File: config.mk
export PLATFORM = sky130hd
export DESIGN_NAME = cau_div_cell
export DESIGN_NICKNAME = d
export VERILOG_FILES = /design/src/design/cau_pkg.sv /design/src/design/cau_div_cell.sv
export SDC_FILE = /design/constraint.sdc
export NUM_CORES = 1
export LEC_CHECK = 0
export ABC_AREA = 0
export BUFFER_PORTS_ARGS = -buffer_cell sky130_fd_sc_hd__buf_2
export CORE_AREA = 5 5 251 253
export DETAILED_ROUTE_END_ITERATION = 12
export DIE_AREA = 0 0 256 258
export GPL_ROUTABILITY_DRIVEN = 0
export MAX_ROUTING_LAYER = met4
export PLACE_DENSITY = 0.65
export SYNTH_ARGS = -nofsm -noshare
export SYNTH_HDL_FRONTEND = slang
export SYNTH_SLANG_ARGS = --single-unit
export TNS_END_PERCENT = 50
File: constraint.sdc
create_clock -name clk -period 4.4 [get_ports clk]
set_clock_uncertainty 0.05 [all_clocks]
set_input_delay 0.22 -clock clk [delete_from_list [all_inputs] [get_ports clk]]
set_output_delay 0.22 -clock clk [all_outputs]
set_load 0.01 [all_outputs]
File: src/design/cau_pkg.sv
// Shared types, constants and helpers for the complex arithmetic unit.
// No dependencies.
package cau_pkg;

  // Default number of fraction bits in the operand format.
  localparam int CAU_FRAC_BITS = 16;

  // Quotient bits produced by the divider chain, one per cell.
  localparam int CAU_QBITS = 32;

  // Operation codes.
  localparam logic [1:0] CMD_ADD = 2'd0;
  localparam logic [1:0] CMD_SUB = 2'd1;
  localparam logic [1:0] CMD_MUL = 2'd2;
  localparam logic [1:0] CMD_DIV = 2'd3;

  // Saturated 32-bit value together with its overflow flag.
  typedef struct packed {
    logic        ovf;
    logic [31:0] val;
  } sat_t;

  // Item state handed from cell to cell down the divider chain.
  typedef struct packed {
    logic        valid;
    logic        is_div;
    logic        dz;
    logic        neg_re;
    logic        neg_im;
    logic        pov_re;
    logic        pov_im;
    logic [63:0] den;
    logic [63:0] rem_re;
    logic [63:0] rem_im;
    logic [31:0] w_re;
    logic [31:0] w_im;
    logic [31:0] dres_re;
    logic [31:0] dres_im;
    logic        dovf;
  } cell_t;

  // Clamp a wide signed value into the signed 32-bit range.
  function automatic sat_t sat32(input logic signed [64:0] v);
    sat_t s;
    if (v > 65'sd2147483647) begin
      s.ovf = 1'b1;
      s.val = 32'h7FFF_FFFF;
    end else if (v < -65'sd2147483648) begin
      s.ovf = 1'b1;
      s.val = 32'h8000_0000;
    end else begin
      s.ovf = 1'b0;
      s.val = v[31:0];
    end
    return s;
  endfunction

endpackage

File: src/design/cau_div_cell.sv
// One restoring-division cell: produces one quotient bit for each part.
// Depends on cau_pkg.
module cau_div_cell (
  input  logic           clk,
  input  logic           rst,
  input  logic           en,
  input  cau_pkg::cell_t cell_in,
  output cau_pkg::cell_t cell_out
);
  import cau_pkg::*;

  logic [64:0] r2_re, r2_im;
  logic        ge_re, ge_im;
  cell_t       cell_next;

  // Shift the next dividend bit in, subtract the divisor when it fits.
  always_comb begin
    r2_re = {cell_in.rem_re, cell_in.w_re[31]};
    r2_im = {cell_in.rem_im, cell_in.w_im[31]};
    ge_re = (r2_re >= {1'b0, cell_in.den});
    ge_im = (r2_im >= {1'b0, cell_in.den});
    cell_next        = cell_in;
    cell_next.rem_re = ge_re ? 64'(r2_re - {1'b0, cell_in.den}) : r2_re[63:0];
    cell_next.rem_im = ge_im ? 64'(r2_im - {1'b0, cell_in.den}) : r2_im[63:0];
    cell_next.w_re   = {cell_in.w_re[30:0], ge_re};
    cell_next.w_im   = {cell_in.w_im[30:0], ge_im};
  end

  always_ff @(posedge clk) begin
    if (rst) begin
      cell_out.valid <= 1'b0;
    end else if (en) begin
      cell_out.valid <= cell_in.valid;
    end
    if (en) begin
      cell_out.is_div  <= cell_next.is_div;
      cell_out.dz      <= cell_next.dz;
      cell_out.neg_re  <= cell_next.neg_re;
      cell_out.neg_im  <= cell_next.neg_im;
      cell_out.pov_re  <= cell_next.pov_re;
      cell_out.pov_im  <= cell_next.pov_im;
      cell_out.den     <= cell_next.den;
      cell_out.rem_re  <= cell_next.rem_re;
      cell_out.rem_im  <= cell_next.rem_im;
      cell_out.w_re    <= cell_next.w_re;
      cell_out.w_im    <= cell_next.w_im;
      cell_out.dres_re <= cell_next.dres_re;
      cell_out.dres_im <= cell_next.dres_im;
      cell_out.dovf    <= cell_next.dovf;
    end
  end

endmodule

* After elaboration in Yosys (flattened, before gate mapping)
Cells that the tools add are included.
** Storage, ports and cells
- Register bits after elaboration :: 328
- Logic and storage cells :: 21
** Cells by class
- Add/sub/neg operators :: 2
- Magnitude comparators :: 2
- Muxes and demuxes :: 2
** Operator list (number)
- 65-bit by 64-bit >= comparator with 1-bit output :: 2
- 64-bit 2-to-1 mux :: 2
- 64-bit subtractor :: 2

* Depth between registers and ports, before layout
Gate-level depths: netlist of the first run.
- Depth after elaboration :: 2
- Mapped depth :: 16
- Mapped depth without buffers :: 14

* Least setup slack after synthesis of the first run
OpenSTA, ideal clock, no wires.
- Path kind :: input-to-reg
- Start :: input port cell_in[274] in the netlist's numbering
- End :: register cell_out[197] in the netlist's numbering, data pin
- Library setup time :: 260 ps
- Data arrival time :: 2976 ps
- Data required time :: 4090 ps
- Slack :: 1114 ps
- Stages :: 13
- Buffers on the path :: 1
- Path through :: inv_1 > ha_1 > and3_1 > nand2_1 > or4_1 > o41ai_2 > o211ai_1 > a21oi_1 > o21ai_1 > o21a_2 > inv_2 > buf_4 > mux2_2
** RTL lines
- from (decl) :: RTL line cau_div_cell.sv:7 : input cau_pkg::cell_t cell_in,
- to (decl) :: RTL line cau_div_cell.sv:8 : output cau_pkg::cell_t cell_out

==> flow_summary.html, run 1 <==
<table>
<tr><th>Metric</th><th>Value</th></tr>
<tr><th colspan="2">Outcome</th></tr>
<tr><td>Outcome</td><td>finished, final reports clean</td></tr>
<tr><th colspan="2">Critical path</th></tr>
<tr><td>Endpoint type of the worst setup path</td><td>flip-flop</td></tr>
<tr><td>Arrival time reported for the critical path endpoint</td><td>4.54 ns</td></tr>
<tr><td>Critical Path Start Type</td><td>input port</td></tr>
<tr><td>Cell type of the slowest stage on the worst timing path</td><td>dlygate4sd3_1</td></tr>
<tr><td>CP required</td><td>4.66 ns</td></tr>
<tr><td>Cell-by-cell listing of the critical path</td><td>dlygate4sd3_1, buf_2, inv_1, ha_1, fa_1, nor2b_1, o2111ai_1, nand2_1, a31oi_1, o32ai_1, buf_4, a211oi_1, buf_4, o21ai_0, a31oi_1, o21ai_0, xor2_1, mux2_2</td></tr>
<tr><td>Biggest cell delay along the critical path</td><td>0.53 ns</td></tr>
<tr><td>Top cell family by delay on the critical path</td><td>compound AO/OA/AOI/OAI gates</td></tr>
<tr><td>Combined buffer and inverter count along the critical path</td><td>5</td></tr>
<tr><td>Max FO, Critical Path</td><td>3</td></tr>
<tr><td>Classification of the worst setup path</td><td>input port to flip-flop</td></tr>
<tr><th colspan="2">Routing</th></tr>
<tr><td>Number of iterations in the first detailed-routing pass</td><td>6</td></tr>
<tr><td>Number of design-rule violations left by the first detailed-router iteration</td><td>1,839</td></tr>
<tr><td>Overall routed net length</td><td>79,200 um</td></tr>
<tr><td>Mean routed wirelength per cell</td><td>22.2 um</td></tr>
<tr><td>Number of nets still failing antenna checks after routing</td><td>0</td></tr>
<tr><td>DR vias/cell</td><td>5.13</td></tr>
<tr><td>Post-route DRC</td><td>0</td></tr>
<tr><td>Via Count</td><td>18,316</td></tr>
<tr><th colspan="2">Yosys</th></tr>
<tr><td>Area share of the leading cell type in the synthesized netlist</td><td>0.521</td></tr>
<tr><td>Seq/Total Area, Yosys</td><td>0.522</td></tr>
<tr><td>Number of enable-type register cells in the synthesized netlist</td><td>327</td></tr>
<tr><td>Most used DFF post-synth</td><td>edfxtp_1</td></tr>
<tr><td>Total of warnings raised by yosys</td><td>0</td></tr>
<tr><td>Cell variety after synth</td><td>72</td></tr>
<tr><td>Post-synthesis cell count</td><td>1,768</td></tr>
<tr><td>Top area cells in the synthesized netlist</td><td>edfxtp_1, ha_1, a21oi_1, a21o_1, nor2_1</td></tr>
<tr><td>Most area-hungry cell type in the Yosys netlist</td><td>edfxtp_1</td></tr>
<tr><td>Synth Cell Area</td><td>18,900 um^2</td></tr>
<tr><td>Number of flip-flops and latches in the synthesized netlist</td><td>328</td></tr>
<tr><td>Synth Area per Inst</td><td>10.7 um^2</td></tr>
<tr><td>Share of flip-flops with an asynchronous set or reset after synthesis</td><td>0</td></tr>
<tr><td>Total nets after synthesis</td><td>2,229</td></tr>
<tr><th colspan="2">Final layout</th></tr>
<tr><td>Most common cell after layout, fill and taps aside</td><td>buf_2</td></tr>
<tr><td>Top Registers</td><td>cell_out: 328 flops</td></tr>
<tr><td>Share of post-route cells with drive strength above 1</td><td>0.288</td></tr>
<tr><td>Top library cells by usage in the layout, fill and taps aside</td><td>buf_2, edfxtp_1, dlygate4sd3_1, a21oi_1, nor2_1</td></tr>
<tr><td>Max FFs per register</td><td>328</td></tr>
<tr><td>Register bank with the most flops</td><td>cell_out</td></tr>
<tr><td>Area added between synthesis and finish</td><td>46.3%</td></tr>
<tr><td>Design Area, Final</td><td>27,600 um^2</td></tr>
<tr><td>Number of nets at the end of the flow</td><td>3,195</td></tr>
<tr><th colspan="2">Floorplanning</th></tr>
<tr><td>I/O pin count</td><td>659</td></tr>
<tr><td>Die W</td><td>256 um</td></tr>
<tr><td>Initial Util</td><td>0.310</td></tr>
<tr><td>Count of standard-cell rows</td><td>91</td></tr>
<tr><td>Die area</td><td>66,000 um^2</td></tr>
<tr><td>Die height</td><td>258 um</td></tr>
<tr><td>Standard cell core area</td><td>60,800 um^2</td></tr>
<tr><th colspan="2">Clock tree</th></tr>
<tr><td>H-Tree Depth</td><td>2</td></tr>
<tr><td>Clock-pin slew on the worst setup and hold paths</td><td>0.06 ns</td></tr>
<tr><td>Post-CTS setup-driven buffer insertion count</td><td>0</td></tr>
<tr><td>Clk root buf</td><td>clkbuf_16</td></tr>
<tr><td>CTS tree</td><td>done</td></tr>
<tr><td>Number of sinks driven by the clock tree</td><td>328</td></tr>
<tr><td>Maximum count of clock buffers along a single path</td><td>3</td></tr>
<tr><td>Clock latency at the later pin of the worst-skew pair</td><td>0.55 ns</td></tr>
<tr><td>Number of buffers added by the clock tree synthesis step</td><td>41</td></tr>
<tr><th colspan="2">Global routing</th></tr>
<tr><td>Total routing resource utilization after global routing</td><td>0.233</td></tr>
<tr><td>Via count of the first global-routing pass</td><td>18,424</td></tr>
<tr><td>Pin count of the biggest net entering global routing</td><td>122</td></tr>
<tr><td>Leftover overflow at the end of global routing</td><td>0</td></tr>
<tr><td>Number of antenna violations at the first check in global routing</td><td>15</td></tr>
<tr><td>Wire length of the first global-routing pass</td><td>116,000 um</td></tr>
<tr><th colspan="2">Power</th></tr>
<tr><td>Power per unit of standard cell area</td><td>369 nW/um^2</td></tr>
<tr><td>Maximum vdd drop</td><td>0.000263 V</td></tr>
<tr><td>Static Leak</td><td>12.2 nW</td></tr>
<tr><th colspan="2">STA</th></tr>
<tr><td>Relative slew slack</td><td>0.348</td></tr>
<tr><td>RSZ-0062 raised after global routing</td><td>no</td></tr>
<tr><td>Slew at the pin with the worst max-slew slack</td><td>0.978 ns</td></tr>
<tr><td>Count of final setup violators</td><td>0</td></tr>
<tr><td>Final Critical Period</td><td>4.28 ns</td></tr>
<tr><td>Worst hold slack across all endpoints</td><td>0.0154 ns</td></tr>
<tr><td>Number of pins with negative max-slew slack in the final report</td><td>0</td></tr>
<tr><td>Highest Clock Rate</td><td>234 MHz</td></tr>
<tr><td>Final worst path period share</td><td>0.973</td></tr>
<tr><td>Hold violation total from the final report</td><td>0</td></tr>
<tr><th colspan="2">Job</th></tr>
<tr><td>Maximum capacitance violations</td><td>0</td></tr>
<tr><th colspan="2">Worst hold path</th></tr>
<tr><td>Hold WC Path Type</td><td>input port to flip-flop</td></tr>
<tr><th colspan="2">Placed design</th></tr>
<tr><td>Post-DP HPWL</td><td>61,700 um</td></tr>
<tr><td>IO Port Bufs</td><td>658</td></tr>
<tr><td>Cell area reported after detailed placement</td><td>23,200 um^2</td></tr>
</table>
cell usage after synthesis (all sizes together), types with 33 or more instances:
cell,instances
xnor2,59
ha,128
clkbuf,54
nand4,33
nand2,128
a21o,83
edfxtp,327
a21oi,238
nor2,160
o21ai,107
xor2,56
inv,90
power breakdown:
part | internal [mW] | total, mW | switching (mW)
Clock | 2.10 | 3.50 | 1.40
Sequential | 3.87 | 3.99 | 0.113
Combinational | 1.13 | 2.70 | 1.57
Total | 7.10 | 10.2 | 3.08
cells by family (layout without fill, tap and decap cells):
family,Yosys count,after routing,share of synthesized area
other cells,0,18,0
xor+xnor,115,115,0.0534
compound gates,563,563,0.181
buf+inv,166,1161,0.0370
flops,328,328,0.522
mux,13,13,0.00743
fa+ha+maj,130,130,0.0870
simple gates,453,453,0.112
tightest hold or removal path, stage by stage:
cell,delay [ns]
buf_2,0.11
nor2_1,0.05
a21oi_1,0.11
cell type report:
class	count	area (um^2)
diodes	18	45.0
clock buffers	47	1070
clock inverters	25	299
fillers	5594	33200
inverters	90	339
multi-input cells	1274	8350
flip-flops and latches	328	9840
well taps	790	988
repair buffers	999	6670
through the flow:
| stage | setup TNS [ns] | power, mW | std cells | util | worst slack (ns) |
|---|---|---|---|---|---|
| 4_1_cts | 0 | 10.2 | 3553 | 0.453 | 0.0436 |
| 5_1_grt | 0 | 10.6 | 3568 | 0.454 | 0.0191 |
| 3_5_place_dp | -5.02 | 6.48 | 3188 | 0.382 | -0.188 |
| 6_report | 0 | 10.2 | 3571 | 0.454 | 0.118 |
| 3_3_place_gp | -0.233 | 6.46 | 3188 | 0.382 | -0.0487 |
| 2_1_floorplan | 0 | 5.37 | 1768 | - | 1.11 |
worst paths after layout:
| path | startpoint | to | slack, ns | cells past startpoint |
|---|---|---|---|---|
| hold / removal | cell_in[206] | cell_out[207] | 0.02 | 3 |
| setup reg to reg | cell_out[327] | cell_out[327] | 3.21 | 3 |
| hold reg to reg | cell_out[327] | cell_out[327] | 0.99 | 3 |
| setup / recovery | cell_in[128] | cell_out[253] | 0.12 | 18 |
routing by layer:
layer | GRT usage | vias to the layer above | wire, um
met2 | 0.384 | 929 | 37900
li1 | - | 8545 | -
met5 | - | - | 0
met3 | 0.0705 | 130 | 7100
met4 | 0.0819 | 0 | 3030
met1 | 0.273 | 8712 | 31100
what timing repair did:
| item | in CTS | in global routing |
|---|---|---|
| endpoints found under the setup margin | 0 | 43 |
| hold buffers | 293 | 0 |
| gates resized for setup | 0 | 2 |
| hold endpoints to repair | 292 | 0 |
No activity file was read; power rests on OpenSTA's default activity.
==> inputs of run 2 (changes only) <==
--- a/config.mk
+++ b/config.mk
@@ -8,6 +8,7 @@
 export ABC_AREA = 0
 export BUFFER_PORTS_ARGS = -buffer_cell sky130_fd_sc_hd__buf_2
 export CORE_AREA = 5 5 251 253
+export CTS_BUF_LIST = sky130_fd_sc_hd__clkbuf_4 sky130_fd_sc_hd__clkbuf_8
 export DETAILED_ROUTE_END_ITERATION = 12
 export DIE_AREA = 0 0 256 258
 export GPL_ROUTABILITY_DRIVEN = 0
==> constraint.sdc (replaced) <==
create_clock -name clk -period 4.33 [get_ports clk]
set_clock_uncertainty 0.05 [all_clocks]
set_input_delay 0.2165 -clock clk [delete_from_list [all_inputs] [get_ports clk]]
set_output_delay 0.2165 -clock clk [all_outputs]
set_load 0.01 [all_outputs]
==> run 2 against run 1 <==
- power down 2.2%
- global-route usage grew 0.64 points
- clock-buffer cell count is 28 higher
- final area increased by 0.75%
- sequential share of layout area is 0.26 points lower
- critical path depth is 1 lower
- sequential cell count unchanged
- critical endpoint is now cell_out[214]
- final cell count is 1.9% higher
- largest power group unchanged
- critical path type unchanged
==> flow_summary.html, run 2 (synthesis gave the netlist of run 1 again) <==
<table>
<tr><th>Metric</th><th>Value</th></tr>
<tr><th colspan="2">Routing</th></tr>
<tr><td>Number of iterations in the first detailed-routing pass</td><td>7 (+1)</td></tr>
<tr><td>DR vias/cell</td><td>5.12 (about the same)</td></tr>
<tr><td>Number of design-rule violations left by the first detailed-router iteration</td><td>1,842 (+0.16%)</td></tr>
<tr><td>Via Count</td><td>18,641 (+1.8%)</td></tr>
<tr><td>Mean routed wirelength per cell</td><td>22.3 um (+0.72%)</td></tr>
<tr><td>Number of nets still failing antenna checks after routing</td><td>0 (unchanged)</td></tr>
<tr><td>Post-route DRC</td><td>0 (unchanged)</td></tr>
<tr><td>Overall routed net length</td><td>81,300 um (+2.6%)</td></tr>
<tr><th colspan="2">STA</th></tr>
<tr><td>Crit path setup slack, layout</td><td>0.239 ns (+0.120 ns)</td></tr>
<tr><td>Hold violation total from the final report</td><td>0 (unchanged)</td></tr>
<tr><td>Final worst path period share</td><td>0.945</td></tr>
<tr><td>Number of pins with negative max-slew slack in the final report</td><td>0 (unchanged)</td></tr>
<tr><td>RSZ-0062 raised after global routing</td><td>no</td></tr>
<tr><td>Count of final setup violators</td><td>0 (unchanged)</td></tr>
<tr><td>Worst hold slack across all endpoints</td><td>0.0695 ns (+0.0541 ns)</td></tr>
<tr><td>Final Critical Period</td><td>4.09 ns</td></tr>
<tr><td>Highest Clock Rate</td><td>244 MHz</td></tr>
<tr><td>Setup_tns</td><td>0 ns (unchanged)</td></tr>
<tr><td>Slew at the pin with the worst max-slew slack</td><td>1.04 ns (+0.0595 ns)</td></tr>
<tr><td>Relative slew slack</td><td>0.305 (-0.0429)</td></tr>
<tr><th colspan="2">Clock tree</th></tr>
<tr><td>Clock latency at the later pin of the worst-skew pair</td><td>0.66 ns (+0.11 ns)</td></tr>
<tr><td>Number of sinks driven by the clock tree</td><td>328 (unchanged)</td></tr>
<tr><td>Maximum count of clock buffers along a single path</td><td>3 (unchanged)</td></tr>
<tr><td>Clk root buf</td><td>clkbuf_8</td></tr>
<tr><td>CTS tree</td><td>done</td></tr>
<tr><td>Number of buffers added by the clock tree synthesis step</td><td>60 (+46%)</td></tr>
<tr><td>Clock-pin slew on the worst setup and hold paths</td><td>0.06 ns (about the same)</td></tr>
<tr><td>H-Tree Depth</td><td>2 (unchanged)</td></tr>
<tr><th colspan="2">Global routing</th></tr>
<tr><td>Pin count of the biggest net entering global routing</td><td>96 (-21%)</td></tr>
<tr><td>Wire length of the first global-routing pass</td><td>120,000 um (+3.0%)</td></tr>
<tr><td>Gr busiest metal</td><td>met2</td></tr>
<tr><td>Leftover overflow at the end of global routing</td><td>0 (unchanged)</td></tr>
<tr><td>Met2 Usage GRT</td><td>0.398 (+0.0131)</td></tr>
<tr><td>Met3 demand-to-capacity share in global routing</td><td>0.0597 (-0.0108)</td></tr>
<tr><td>Number of antenna violations at the first check in global routing</td><td>14 (-1)</td></tr>
<tr><td>Via count of the first global-routing pass</td><td>19,115 (+3.8%)</td></tr>
<tr><td>Total routing resource utilization after global routing</td><td>0.240 (+0.00641)</td></tr>
<tr><td>Met1 capacity usage during global routing</td><td>0.282 (+0.00848)</td></tr>
<tr><th colspan="2">Outcome</th></tr>
<tr><td>Outcome</td><td>finished, final reports clean</td></tr>
<tr><th colspan="2">Final layout</th></tr>
<tr><td>Area added between synthesis and finish</td><td>47.4%</td></tr>
<tr><td>Share of post-route cells with drive strength above 1</td><td>0.292 (+0.00388)</td></tr>
<tr><td>Top library cells by usage in the layout, fill and taps aside</td><td>buf_2, edfxtp_1, dlygate4sd3_1, a21oi_1, nor2_1</td></tr>
<tr><td>Top Registers</td><td>cell_out: 328 flops</td></tr>
<tr><td>Max FFs per register</td><td>328 (unchanged)</td></tr>
<tr><td>Register bank with the most flops</td><td>cell_out</td></tr>
<tr><td>Most common cell after layout, fill and taps aside</td><td>buf_2</td></tr>
<tr><td>Number of nets at the end of the flow</td><td>3,254 (+1.8%)</td></tr>
<tr><td>Design Area, Final</td><td>27,800 um^2 (+0.75%)</td></tr>
<tr><th colspan="2">Placed design</th></tr>
<tr><td>IO Port Bufs</td><td>658 (unchanged)</td></tr>
<tr><td>Cell area reported after detailed placement</td><td>23,300 um^2 (+0.11%)</td></tr>
<tr><td>Post-DP HPWL</td><td>62,200 um (+0.75%)</td></tr>
<tr><td>Placement Setup Slack</td><td>-0.254 ns (-0.0667 ns)</td></tr>
<tr><th colspan="2">Power</th></tr>
<tr><td>Sw Ratio</td><td>0.314 (+0.0118)</td></tr>
<tr><td>Internal power component</td><td>6.83 mW (-3.9%)</td></tr>
<tr><td>Power per unit of standard cell area</td><td>358 nW/um^2 (-3.0%)</td></tr>
<tr><td>Static Leak</td><td>12.3 nW (+1.1%)</td></tr>
<tr><td>Fraction of power consumed by sequential logic</td><td>0.408 (+0.016)</td></tr>
<tr><td>Maximum vdd drop</td><td>0.000307 V (+17%)</td></tr>
<tr><td>Total power consumption of the routed design</td><td>9.95 mW (-2.2%)</td></tr>
<tr><td>Clock network power share</td><td>0.312 (-0.031)</td></tr>
<tr><td>Switch Pwr</td><td>3.13 mW (+1.6%)</td></tr>
<tr><td>Combinational share of power</td><td>0.281 (+0.016)</td></tr>
<tr><th colspan="2">Critical path</th></tr>
<tr><td>CP required</td><td>4.67 ns (about the same)</td></tr>
<tr><td>Minimum setup slack among reg-to-reg paths</td><td>3.14 ns (-0.07 ns)</td></tr>
<tr><td>Endpoint type of the worst setup path</td><td>flip-flop</td></tr>
<tr><td>Critical Path Start Type</td><td>input port</td></tr>
<tr><td>Classification of the worst setup path</td><td>input port to flip-flop</td></tr>
<tr><td>Arrival time reported for the critical path endpoint</td><td>4.43 ns (-0.11 ns)</td></tr>
<tr><td>Max FO, Critical Path</td><td>43 (+40)</td></tr>
<tr><th colspan="2">Floorplanning</th></tr>
<tr><td>Die area</td><td>66,000 um^2 (unchanged)</td></tr>
<tr><td>Die height</td><td>258 um (unchanged)</td></tr>
<tr><td>Initial Util</td><td>0.310 (unchanged)</td></tr>
<tr><td>I/O pin count</td><td>659 (unchanged)</td></tr>
<tr><td>Count of standard-cell rows</td><td>91 (unchanged)</td></tr>
<tr><td>Standard cell core area</td><td>60,800 um^2 (unchanged)</td></tr>
<tr><td>Die W</td><td>256 um (unchanged)</td></tr>
<tr><th colspan="2">Worst hold path</th></tr>
<tr><td>Hold WC Path Type</td><td>input port to flip-flop</td></tr>
<tr><th colspan="2">Job</th></tr>
<tr><td>Maximum capacitance violations</td><td>0 (unchanged)</td></tr>
</table>
## run 2: what timing repair did
item	CTS	global route
setup endpoints to repair	0	56
buffers inserted	0	1
endpoints found under the hold margin	326	0
hold buffers	327	0
resized for setup	0	3
## run 2: area by class of cell
| cell class | count | area (um^2) |
|---|---|---|
| fillers | 5606 | 33000 |
| flip-flops and latches | 328 | 9840 |
| multi-input cells | 1274 | 8350 |
| repair buffers | 1039 | 7040 |
| well taps | 790 | 988 |
| clock buffers | 75 | 938 |
| inverters | 90 | 339 |
| clock inverters | 30 | 274 |
| diodes | 12 | 30.0 |
## run 2: path summary, 6_finish.rpt
check,startpoint,endpoint,cells after the start
worst max register to register,cell_out[327],cell_out[327],3
worst max-delay path,cell_in[274],cell_out[214],17
worst min-delay path,en,cell_out[304],1
worst min register to register,cell_out[327],cell_out[327],3
## run 2: power groups by stage
stage	clock network (mW)	logic, mW	registers (mW)
after floorplan	0	1.18	4.29
after global placement	0	2.47	4.11
after detailed placement	0	2.49	4.11
after CTS	3.16	2.76	4.05
after global routing	3.34	3.01	4.08
final	3.10	2.79	4.06
## run 2: worst max-delay path, cell delays in order
cell           delay [ns]
dlygate4sd3_1        0.52
buf_2                0.11
inv_1                0.06
ha_1                 0.40
and3_1               0.24
nand2_1              0.06
or4_1                0.59
o41ai_4              0.36
buf_4                0.20
o211ai_1             0.11
buf_4                0.17
a21oi_2              0.21
o21ai_1              0.16
o21a_2               0.25
clkinv_2             0.06
buf_12               0.25
mux2_2               0.39
## run 2: through the flow
| step | cells | util |
|---|---|---|
| after floorplan | 1768 | - |
| final | 3638 | 0.457 |
| after global routing | 3638 | 0.457 |
| after detailed placement | 3193 | 0.383 |
| after global placement | 3193 | 0.383 |
| after CTS | 3625 | 0.456 |
## run 2: routing by layer
metal	routed length, um	vias up
met5	0	-
met1	32200	8820
met2	39200	986
li1	-	8655
met4	3470	0
met3	6390	180
